`config.mk`:
```
export PLATFORM = sky130hd
export DESIGN_NAME = two_stacks_shared_store
export DESIGN_NICKNAME = d
export VERILOG_FILES = /design/src/sv/tss_pkg.sv /design/src/sv/two_stacks_shared_store.sv /design/src/sv/tss_ram.sv
export SDC_FILE = /design/constraint.sdc
export NUM_CORES = 1
export LEC_CHECK = 0
export ABC_AREA = 1
export BUFFER_PORTS_ARGS = -buffer_cell sky130_fd_sc_hd__clkbuf_2
export CORE_ASPECT_RATIO = 1.5
export CORE_MARGIN = 5
export CORE_UTILIZATION = 55
export CTS_BUF_LIST = sky130_fd_sc_hd__clkbuf_8
export DETAILED_ROUTE_END_ITERATION = 8
export PLACE_DENSITY = 0.69
export SLEW_MARGIN = 40
export SYNTH_ARGS = -nofsm -noshare
export SYNTH_HDL_FRONTEND = slang
export SYNTH_SLANG_ARGS = --single-unit
export TNS_END_PERCENT = 10
```
`constraint.sdc`:
```
create_clock -name clk -period 5.29 [get_ports clk]
set_input_delay 0.529 -clock clk [delete_from_list [all_inputs] [get_ports clk]]
set_output_delay 0.529 -clock clk [all_outputs]
set_load 0.05 [all_outputs]
```
`src/sv/tss_pkg.sv`:
```
// tss_pkg: shared types, codes and defaults for the two-stack shared store.
// No dependencies; imported by every module of the block.
`default_nettype none
package tss_pkg;

	localparam int unsigned CAPACITY_DEF = 16;
	localparam int unsigned WORD_W       = 32;

	typedef logic [1:0] kind_t;
	localparam kind_t KIND_PUSH = 2'd0;
	localparam kind_t KIND_POP  = 2'd1;
	localparam kind_t KIND_PEEK = 2'd2;

	typedef logic [1:0] status_t;
	localparam status_t ST_OK    = 2'd0;
	localparam status_t ST_FULL  = 2'd1;
	localparam status_t ST_EMPTY = 2'd2;

	localparam logic SEL_LOWER = 1'b0;

endpackage
`default_nettype wire

```
`src/sv/two_stacks_shared_store.sv`:
```
// two_stacks_shared_store: top level; stack pointers, operation decode, result register.
// Depends on tss_pkg and tss_ram.
//
//  channel   handshake              payload
//  item in   start (busy low)       kind, stack_sel, push_value
//  result    done (one cycle)       read_word, status
//
// The result of an item taken at one edge is shown, with done high, in the following
// cycle. One item per cycle is taken; busy stays low, since a
// push writes the store at its own accept edge and the store read port is free every
// cycle. Reset sets both stack pointers to empty (lower to zero, upper to CAPACITY); store contents are
// left as they are. The receiver cannot stall, so no result is ever held.
`default_nettype none
module two_stacks_shared_store
	import tss_pkg::*;
#(
	parameter int unsigned CAPACITY = CAPACITY_DEF
) (
	input  wire logic                     clk,
	input  wire logic                     arst_n,
	input  wire logic                     start,
	output logic                          busy,
	input  wire logic [1:0]               kind,
	input  wire logic                     stack_sel,
	input  wire logic signed [WORD_W-1:0] push_value,
	output logic                          done,
	output logic signed [WORD_W-1:0]      read_word,
	output logic [1:0]                    status
);

	localparam int unsigned PW = $clog2(CAPACITY + 1);
	localparam int unsigned AW = $clog2(CAPACITY);

	logic [PW-1:0] lower_q, upper_q;
	logic [PW-1:0] lower_d, upper_d;
	logic          accept;
	logic          full, empty;
	logic          we, re;
	logic [PW-1:0] wptr, rptr;
	status_t       status_d;

	logic          done_s1;
	logic          hit_s1;
	status_t       status_s1;
	logic [WORD_W-1:0] rdata;

	assign busy   = 1'b0;
	assign accept = start && !busy;
	assign full   = lower_q >= upper_q;
	assign empty  = (stack_sel == SEL_LOWER) ? (lower_q == '0) : (upper_q == PW'(CAPACITY));

	always_comb begin
		lower_d  = lower_q;
		upper_d  = upper_q;
		we       = 1'b0;
		re       = 1'b0;
		wptr     = lower_q;
		rptr     = upper_q;
		status_d = ST_OK;
		case (kind)
			KIND_PUSH: begin
				if (full) begin
					status_d = ST_FULL;
				end else if (stack_sel == SEL_LOWER) begin
					we      = accept;
					wptr    = lower_q;
					lower_d = lower_q + PW'(1);
				end else begin
					we      = accept;
					wptr    = upper_q - PW'(1);
					upper_d = upper_q - PW'(1);
				end
			end
			KIND_POP, KIND_PEEK: begin
				if (empty) begin
					status_d = ST_EMPTY;
				end else begin
					re = accept;
					if (stack_sel == SEL_LOWER) begin
						rptr = lower_q - PW'(1);
						if (kind == KIND_POP) begin
							lower_d = lower_q - PW'(1);
						end
					end else begin
						rptr = upper_q;
						if (kind == KIND_POP) begin
							upper_d = upper_q + PW'(1);
						end
					end
				end
			end
			default: begin
			end
		endcase
	end

	always_ff @(posedge clk or negedge arst_n) begin
		if (!arst_n) begin
			lower_q   <= '0;
			upper_q   <= PW'(CAPACITY);
			done_s1   <= 1'b0;
			hit_s1    <= 1'b0;
			status_s1 <= ST_OK;
		end else begin
			done_s1 <= accept;
			if (accept) begin
				lower_q   <= lower_d;
				upper_q   <= upper_d;
				hit_s1    <= re;
				status_s1 <= status_d;
			end
		end
	end

	tss_ram #(
		.DEPTH(CAPACITY),
		.AW   (AW)
	) u_ram (
		.clk  (clk),
		.we   (we),
		.waddr(wptr[AW-1:0]),
		.wdata(push_value),
		.re   (re),
		.raddr(rptr[AW-1:0]),
		.rdata(rdata)
	);

	assign done      = done_s1;
	assign read_word = hit_s1 ? $signed(rdata) : '0;
	assign status    = status_s1;

endmodule
`default_nettype wire

```
`src/sv/tss_ram.sv`:
```
// tss_ram: single-port-write, single-port-read store with registered read data.
// Depends on tss_pkg for the word width.
`default_nettype none
module tss_ram
	import tss_pkg::*;
#(
	parameter int unsigned DEPTH = CAPACITY_DEF,
	parameter int unsigned AW    = $clog2(DEPTH)
) (
	input  wire logic              clk,
	input  wire logic              we,
	input  wire logic [AW-1:0]     waddr,
	input  wire logic [WORD_W-1:0] wdata,
	input  wire logic              re,
	input  wire logic [AW-1:0]     raddr,
	output logic      [WORD_W-1:0] rdata
);

	logic [WORD_W-1:0] mem [DEPTH];

	always_ff @(posedge clk) begin
		if (we) begin
			mem[waddr] <= wdata;
		end
	end

	always_ff @(posedge clk) begin
		if (re) begin
			rdata <= mem[raddr];
		end
	end

endmodule
`default_nettype wire

```
; Word-level counts from Yosys, hierarchy flattened
; Memories as Yosys holds them, arrays and structs flattened. A register that Yosys moved wholly into a read port is not among the register bits.
; Cells that the tools add are included.
[totals]
regBits = 14
ram_bits = 512
in_bits = 38
out_inout_bits = 36
n_memories = 1
[op_classes]
n_addsub = 4
order_cmp = 1
n_eq_ne = 10
n_mux = 29
reduce_logical = 6
[mem_list]
columns = memory, words, word_bits, read_ports, rd_ports_with_merged_regs, wr, line_no
row1 = u_ram.mem, 16, 32, 1, 1, 1, tss_ram.sv:19  ; logic [WORD_W-1:0] mem [DEPTH];
[op_table]
columns = op, n
row1 = $mux 5, 10
row2 = $mux 32, 1
row3 = $mux 4, 6
row4 = $pmux 5 s2, 2
row5 = $ne 2x2->1 const B, 7
row6 = $reduce_and 7->1, 2
row7 = $add 5x1->5 const B, 2
row8 = $sub 5x1->5 const B, 2
row9 = $mux 1, 8
row10 = $eq 5x5->1 const B, 1
row11 = $ge 5x5->1, 1
row12 = $logic_not 5->1, 1
row13 = $pmux 2 s2, 1
row14 = $eq 2x1->1 const B, 1
row15 = $eq 2x2->1 const B, 1
row16 = $logic_not 2->1, 1
row17 = $mux 2, 1
row18 = $reduce_bool 2->1, 1
row19 = $reduce_or 2->1, 1

; Logic depth before layout (Yosys ltp)
; Gate-level depths: netlist of the first run.
[depth]
word_depth = 5
depth_mapped = 15

; Hierarchy
; Synthesis of the first run repeated with hierarchy kept, for this count alone.
[unflattened]
cells_unflattened = 2381
hier_area_um2 = 24636.1
[by_module_without_submodules]
columns = mod, instances, cells_per_inst, area_per_inst_um2, seq_area_each_um2
row1 = tss_ram, 1, 2120, 23050.9, 16335.7
row2 = two_stacks_shared_store, 1, 261, 1585.3, 351.6

; Worst setup path before layout of the first run
; Ideal clock, no wire load.
[synth_path]
kind = register -> register
startpoint = reg upper_q[2]
endpoint = mem u_ram.mem[10][0] (enable)
t_arrival_ns = 3.262
path_slack_ns = 1.607
path_stages_with_launch = 10
path_cell_list = dfrtp_1 clkbuf_2 inv_1 ha_1 a21o_1 a21oi_1 nand4_1 o21ai_0 nand3_1 nor2_1
[synth_between]
elab_chain_cells = 5
[synth_rtl]
columns = item, line_no
row1 = "start, declared", two_stacks_shared_store.sv:34  ; logic [PW-1:0] lower_q, upper_q;
row2 = "start signal, assigned", two_stacks_shared_store.sv:100  ; upper_q <= PW'(CAPACITY);
row3 = "start signal, assigned", two_stacks_shared_store.sv:108  ; upper_q <= upper_d;
row4 = $ge 5x5->1, two_stacks_shared_store.sv:49  ; assign full = lower_q >= upper_q;
row5 = $mux 1, two_stacks_shared_store.sv:62  ; if (full) begin
row6 = $mux 1, two_stacks_shared_store.sv:60  ; case (kind)
row7 = $mux 1, tss_ram.sv:22  ; if (we) begin
row8 = $mux 1 (not written as such), tss_ram.sv:23  ; mem[waddr] <= wdata;
row9 = "end, declared", tss_ram.sv:19
; Parallel ways exist; a longest one is shown, timed or not.

; Worst setup path after layout of the first run
[layout_path]
startpoint = reg upper_q[2]
endpoint = mem u_ram.mem[7][18] (enable)
; The elaborated chain is that of the path after synthesis.

==> results.json, run 1 <==
{
  "final_nets": 2563,
  "die-area_sq_mm": 0.04966,
  "maxCapViolations": 0,
  "fmax_mhz": 260.4,
  "core-area_sq_mm": 0.04481,
  "cts_hold_buf": 2,
  "post_cts_resized": 0,
  "ios": 74,
  "ys_warn_count": 0,
  "status": "complete, no violations",
  "post_cts_buffers": 0,
  "power.total_mw": 13.28,
  "num_vias": 17140,
  "die_w_microns": 183.6,
  "ant_nets": 0,
  "numCtsBuffers": 80,
  "clk_pin_slew_ps": 60,
  "place_inst": 3007,
  "setup_viol": 0,
  "fin_setup_tns_ps": 0,
  "drt_iter0_drc": 1707,
  "grt_max_degree": 129,
  "rows": 95,
  "final_area_sq_mm": 0.02744,
  "wl_met1_microns": 23910,
  "worst_setup_path_start_kind": "flop",
  "met3_length_microns": 4851,
  "cts_buffer_depth": 3,
  "final_util_pct": 61.24,
  "h-tree-depth": 3,
  "clock_latency_ps": 650,
  "dr.pass1.iters": 6,
  "drc": 0,
  "fin_crit_sh_pct": 72.59,
  "report.final.hold_viol_count": 0,
  "syn-instance-count": 2427,
  "dp_hpwl_microns": 33440,
  "hp-class": "in2reg",
  "grt_pass1_vias": 17000,
  "relSlewSlack_pct": 41.53,
  "grt_pass1_wl_microns": 95840,
  "nFillCells": 3567,
  "peakVddDrop_mv": 0.5230,
  "wl_met2_microns": 31790,
  "avgRoutedWirePerCell_microns": 19.80,
  "grtUsageTotal_pct": 25.05,
  "ys_types": 34,
  "cts_tree": "yes",
  "syn_to_final_growth_pct": 10.34,
  "worstSetupEndpointType": "flop",
  "syn-num-nets": 2479,
  "power_density_mw_per_mm2": 483.8,
  "dr.max_layer_used": "met4",
  "rsz0062_at_grt": "false",
  "final_max_slew_viol_count": 0,
  "portBuffers": 72,
  "antenna_found_initial": 2,
  "syn_area_per_cell_sq_um": 10.25,
  "die_y_microns": 270.5,
  "tightest_slew_ps": 875.0,
  "root_buffer": "clkbuf_8",
  "finalWeightedCongestion": 0.9000,
  "cts.sinks": 558,
  "critPathKind": "reg2reg",
  "start_util_pct": 55.50,
  "post_dp_cell_area_sq_mm": 0.02592,
  "vias_per_cell": 5.423,
  "path_max_fanout": 17,
  "routed_wl_microns": 62550,
  "drive_above_1_share_pct": 9.511,
  "arrival_ps": 4140,
  "power.leakage_nw": 12.21,
  "period_needed_ps": 3840,
  "cp.required_ps": 5590,
  "grt-ovfl-total": 0,
  "fin_worst_skew_ps": 29.56,
  "ys_seq_elements": 558,
  "final_cells": 3160,
  "synth.cell_area_sq_mm": 0.02487,
  "synth_seq_area_share_pct": 67.09
}
-- through the flow --
stage | hold WS [ps] | worst slack, ps
after detailed placement | 468.2 | 1533
after global routing | 291.9 | 1269
final | 309.8 | 1450
after CTS | 251.8 | 1508
after floorplan | 233.4 | 1607
after global placement | 462.5 | 1684
-- layout make-up --
type                       instances  area, sq um  share of cell area [%]
sequential                       558        16690                   60.81
clock inverter                    62        277.8                   1.012
antenna                            2        5.005                 0.01824
clock buffer                      85         1170                   4.263
timing repair buffer             118        859.6                   3.132
tap                              582        728.2                   2.653
multi-input combinational       1178         5549                   20.22
inverter                         575         2166                   7.892
-- synthesized netlist by cell type --
cell | instances | area, sq um
nand2_1 | 552 | 2072
nor2_1 | 29 | 108.9
nand4_1 | 3 | 18.77
ha_1 | 14 | 175.2
dfstp_2 | 1 | 26.28
conb_1 | 1 | 3.750
inv_1 | 573 | 2151
inv_2 | 1 | 3.750
xor2_1 | 9 | 78.83
nand3_1 | 528 | 2643
o211ai_1 | 3 | 22.52
a32o_1 | 1 | 10.01
nand2_2 | 3 | 18.77
o21ai_1 | 1 | 5.000
clkbuf_1 | 24 | 90.09
edfxtp_1 | 544 | 16340
buf_2 | 59 | 295.3
and3_1 | 1 | 6.260
xnor2_1 | 2 | 17.52
clkbuf_2 | 1 | 5.000
o21a_1 | 1 | 7.510
buf_6 | 14 | 157.7
nor2_2 | 1 | 6.260
dfrtp_1 | 13 | 325.3
clkinv_1 | 1 | 3.750
o21ai_0 | 18 | 90.09
a21o_1 | 1 | 7.510
a21oi_1 | 4 | 20.02
nand3_2 | 2 | 20.02
nand2_4 | 2 | 22.52
nand4_2 | 1 | 12.51
buf_4 | 10 | 75.07
nand3b_1 | 1 | 7.510
buf_1 | 8 | 30.03
-- worst max-delay path, stage by stage, from the launching register on --
cell and delay (ps):
dfrtp_1 470, inv_1 130, ha_1 300, a21o_1 160, a21oi_1 210, nand4_1 250, o21ai_0 450, nand3_1 420
nor2_4 680, buf_4 420
-- routing by layer --
layer  GRT usage [%]  vias up
met5               0        -
met4           9.553        0
met3           4.247      150
met2           43.28      778
met1           31.58     8230
li1                -     7980
-- report_power, final --
group          total (mW)  switching [mW]  internal [mW]
Sequential           5.31           0.126           5.18
Combinational        4.84            3.49           1.34
Clock                3.13            1.60           1.54
-- final timing paths --
kind	start	end	slack, ps	cells past startpoint
worst max-delay path	upper_q[2]	u_ram.mem[7][18]	1450	9
worst max register to register	upper_q[2]	u_ram.mem[7][18]	1450	9
worst min-delay path	push_value[4]	u_ram.mem[6][4]	310	1
min in group asynchronous	arst_n	lower_q[3]	350	2
worst min register to register	upper_q[4]	upper_q[4]	480	2
max in group asynchronous	arst_n	upper_q[4]	4620	2
-- state kept, by name, summed over array words and instances (netlist names) --
signal and cells:
done 1, upper_q 5, status 2, hit_s1 1, u_ram.mem 512, u_ram.rdata 32, lower_q 5
-- layout by cell type, fill, tap and decap left out, drive strengths merged --
master,n
inv,603
nand2,557
edfxtp,544
nand3,530
clkbuf,157
buf,44
clkinv,32
nor2,30
o21ai,19
ha,14
dfrtp,13
xor2,9
a21oi,4
nand4,4
o211ai,3
diode,2
xnor2,2
dlygate4sd3,2
o21a,1
a21o,1
a32o,1
and3,1
nand3b,1
conb,1
bufinv,1
clkinvlp,1
dfstp,1
-- kinds of logic (layout without fill, tap and decap cells) --
group           Yosys count  after routing  synth area share (%)
simple gates           1123           1123                 19.85
buf+inv                 691            840                 11.30
flops                   558            558                 67.09
compound gates           29             29                0.6540
fa+ha+maj                14             14                0.7043
xor+xnor                 11             11                0.3874
other cells               1              3               0.01508
(Power assumes the default switching activity.)
==> run 2: changes to the inputs <==
clock period = 3.6 ns   (was 5.29 ns; I/O delays follow)
==> run 2 against run 1 <==
Against the previous run:
- wire length shrank 3.4%
- count of clock-buffer cells in the layout is the same
- non-clock buffer count grew 21
- worst setup slack lost 1000 ps
- final cell count grew 0.54%
- fmax grew 22%
- clock skew shrank 3.9 ps
- first-iteration DRC count shrank 11%
- critical endpoint is now u_ram.mem[8][29]
- flip-flop and latch count is the same
- critical path type unchanged
- power grew 51%
- via count shrank 1.1%
==> results.json, run 2 (synthesized netlist as in run 1, its figures left out) <==
{
  "status": "complete, no violations",
  "grt_pass1_vias": 16870,
  "routed_wl_microns": 60440,
  "arrival_ps": 3460,
  "h-tree-depth": 3,
  "fin_crit_sh_pct": 87.64,
  "regMostFlops": "u_ram.mem",
  "post-place-ws_ps": 307.1,
  "hp-class": "in2reg",
  "grt-ovfl-total": 0,
  "fin_worst_skew_ps": 25.69,
  "rsz0062_at_grt": "false",
  "final_max_slew_viol_count": 0,
  "power.leakage_nw": 12.35,
  "vias_per_cell": 5.334,
  "peakVddDrop_mv": 0.4245,
  "root_buffer": "clkbuf_8",
  "fmax_mhz": 317.0,
  "cp_top_family": "compound AO/OA/AOI/OAI gates",
  "antenna_found_initial": 2,
  "final_nets": 2586,
  "drt_iter0_drc": 1523,
  "setup_viol": 0,
  "syn_to_final_growth_pct": 11.73,
  "grt_pass1_wl_microns": 93020,
  "holdPathStages": 1,
  "start_util_pct": 55.50,
  "path_buf_inv": 3,
  "dp_hpwl_microns": 35760,
  "cts_buffer_depth": 3,
  "cts.sinks": 558,
  "final_cells": 3177,
  "cts_tree": "yes",
  "mostFrequentLayoutCells": "inv_1, nand2_1, edfxtp_1",
  "core-area_sq_mm": 0.04481,
  "crit_cells": 10,
  "final_common_cell": "inv_1",
  "setup_ws_ps": 445.0,
  "maxCapViolations": 0,
  "die-area_sq_mm": 0.04966,
  "grt_max_degree": 101,
  "avgRoutedWirePerCell_microns": 19.03,
  "rows": 95,
  "worstSetupEndpointType": "flop",
  "r2r_cells": 10,
  "critPathMaxStageDelay_ps": 540,
  "clk_pin_slew_ps": 70,
  "period_needed_ps": 3155,
  "finalWeightedCongestion": 0.8184,
  "clock_latency_ps": 660,
  "portBuffers": 72,
  "cp.required_ps": 3910,
  "num_vias": 16950,
  "top_regs": "u_ram.mem (512), u_ram.rdata (32)",
  "cp_slowest_cell": "dfstp_2",
  "power_density_mw_per_mm2": 719.9,
  "numCtsBuffers": 82,
  "drc": 0,
  "r2r_slack_ps": 450,
  "report.final.hold_viol_count": 0,
  "crit_chain": "inv_1 -> ha_1 -> nand2_1 -> inv_1 -> a21oi_1 -> nand3_1 -> o21ai_0 -> nand3_1 -> nor2_4 -> buf_4",
  "largest_reg_flops": 512,
  "place_inst": 3030,
  "worst_setup_path_start_kind": "flop",
  "path_max_fanout": 17,
  "die_y_microns": 270.5,
  "holdWs_ps": 145.4,
  "grtUsageTotal_pct": 24.34,
  "tightest_slew_ps": 773.2,
  "relSlewSlack_pct": 48.33,
  "dr.pass1.iters": 6,
  "die_w_microns": 183.6,
  "ant_nets": 0,
  "critPathKind": "reg2reg",
  "drive_above_1_share_pct": 10.41,
  "ios": 74
}
[run 2: area by class of cell]
| class | count | area (sq um) |
|---|---|---|
| inverters | 575 | 2161 |
| clock inverters | 58 | 332.8 |
| repair buffers | 139 | 1156 |
| well taps | 582 | 728.2 |
| diodes | 2 | 5.005 |
| flip-flops and latches | 558 | 16690 |
| clock buffers | 85 | 1170 |
| multi-input cells | 1178 | 5549 |
| fillers | 3552 | 17020 |
[run 2: metal layers]
metal  wire length, microns  part of all wire (%)  GRT usage (%)  vias up
met5                      0                     0              0        -
met2                  31460                    52          42.96      614
met3                   3474                   5.7          3.481      171
met1                  22960                    38          29.26     8141
met4                   2550                   4.2          11.40        0
li1                       -                     -              -     8020
[run 2: report_power, final]
part	total (mW)	internal [mW]	switching, mW
registers	7.79	7.61	0.173
clock network	4.78	2.41	2.38
logic	7.44	2.21	5.23
total	20.0	12.2	7.78
[run 2: timing repair]
action	CTS	global route
setup buffers	0	0
hold buffers	2	0
endpoints found under the setup margin	0	21
resized for setup	0	1
endpoints found under the hold margin	15	0
[run 2: worst paths after layout]
kind,endpoint,from
worst max-delay path,u_ram.mem[8][29],upper_q[4]
worst min register to register,upper_q[4],upper_q[4]
worst min-delay path,u_ram.mem[1][6],push_value[6]
min in group asynchronous,upper_q[1],arst_n
max in group asynchronous,upper_q[4],arst_n
worst max register to register,u_ram.mem[8][29],upper_q[4]
[run 2: metrics by stage]
step                utilization, %  TNS [ps]  cell area (sq um)  total power, mW
finish                       62.01         0              27790            20.01
global route                 62.01         0              27790            21.13
CTS                          62.00         0              27780            20.13
detailed placement           58.60         0              26260            15.33
global placement             58.60         0              26260            15.22
floorplan                        -    -18080              24870            12.91
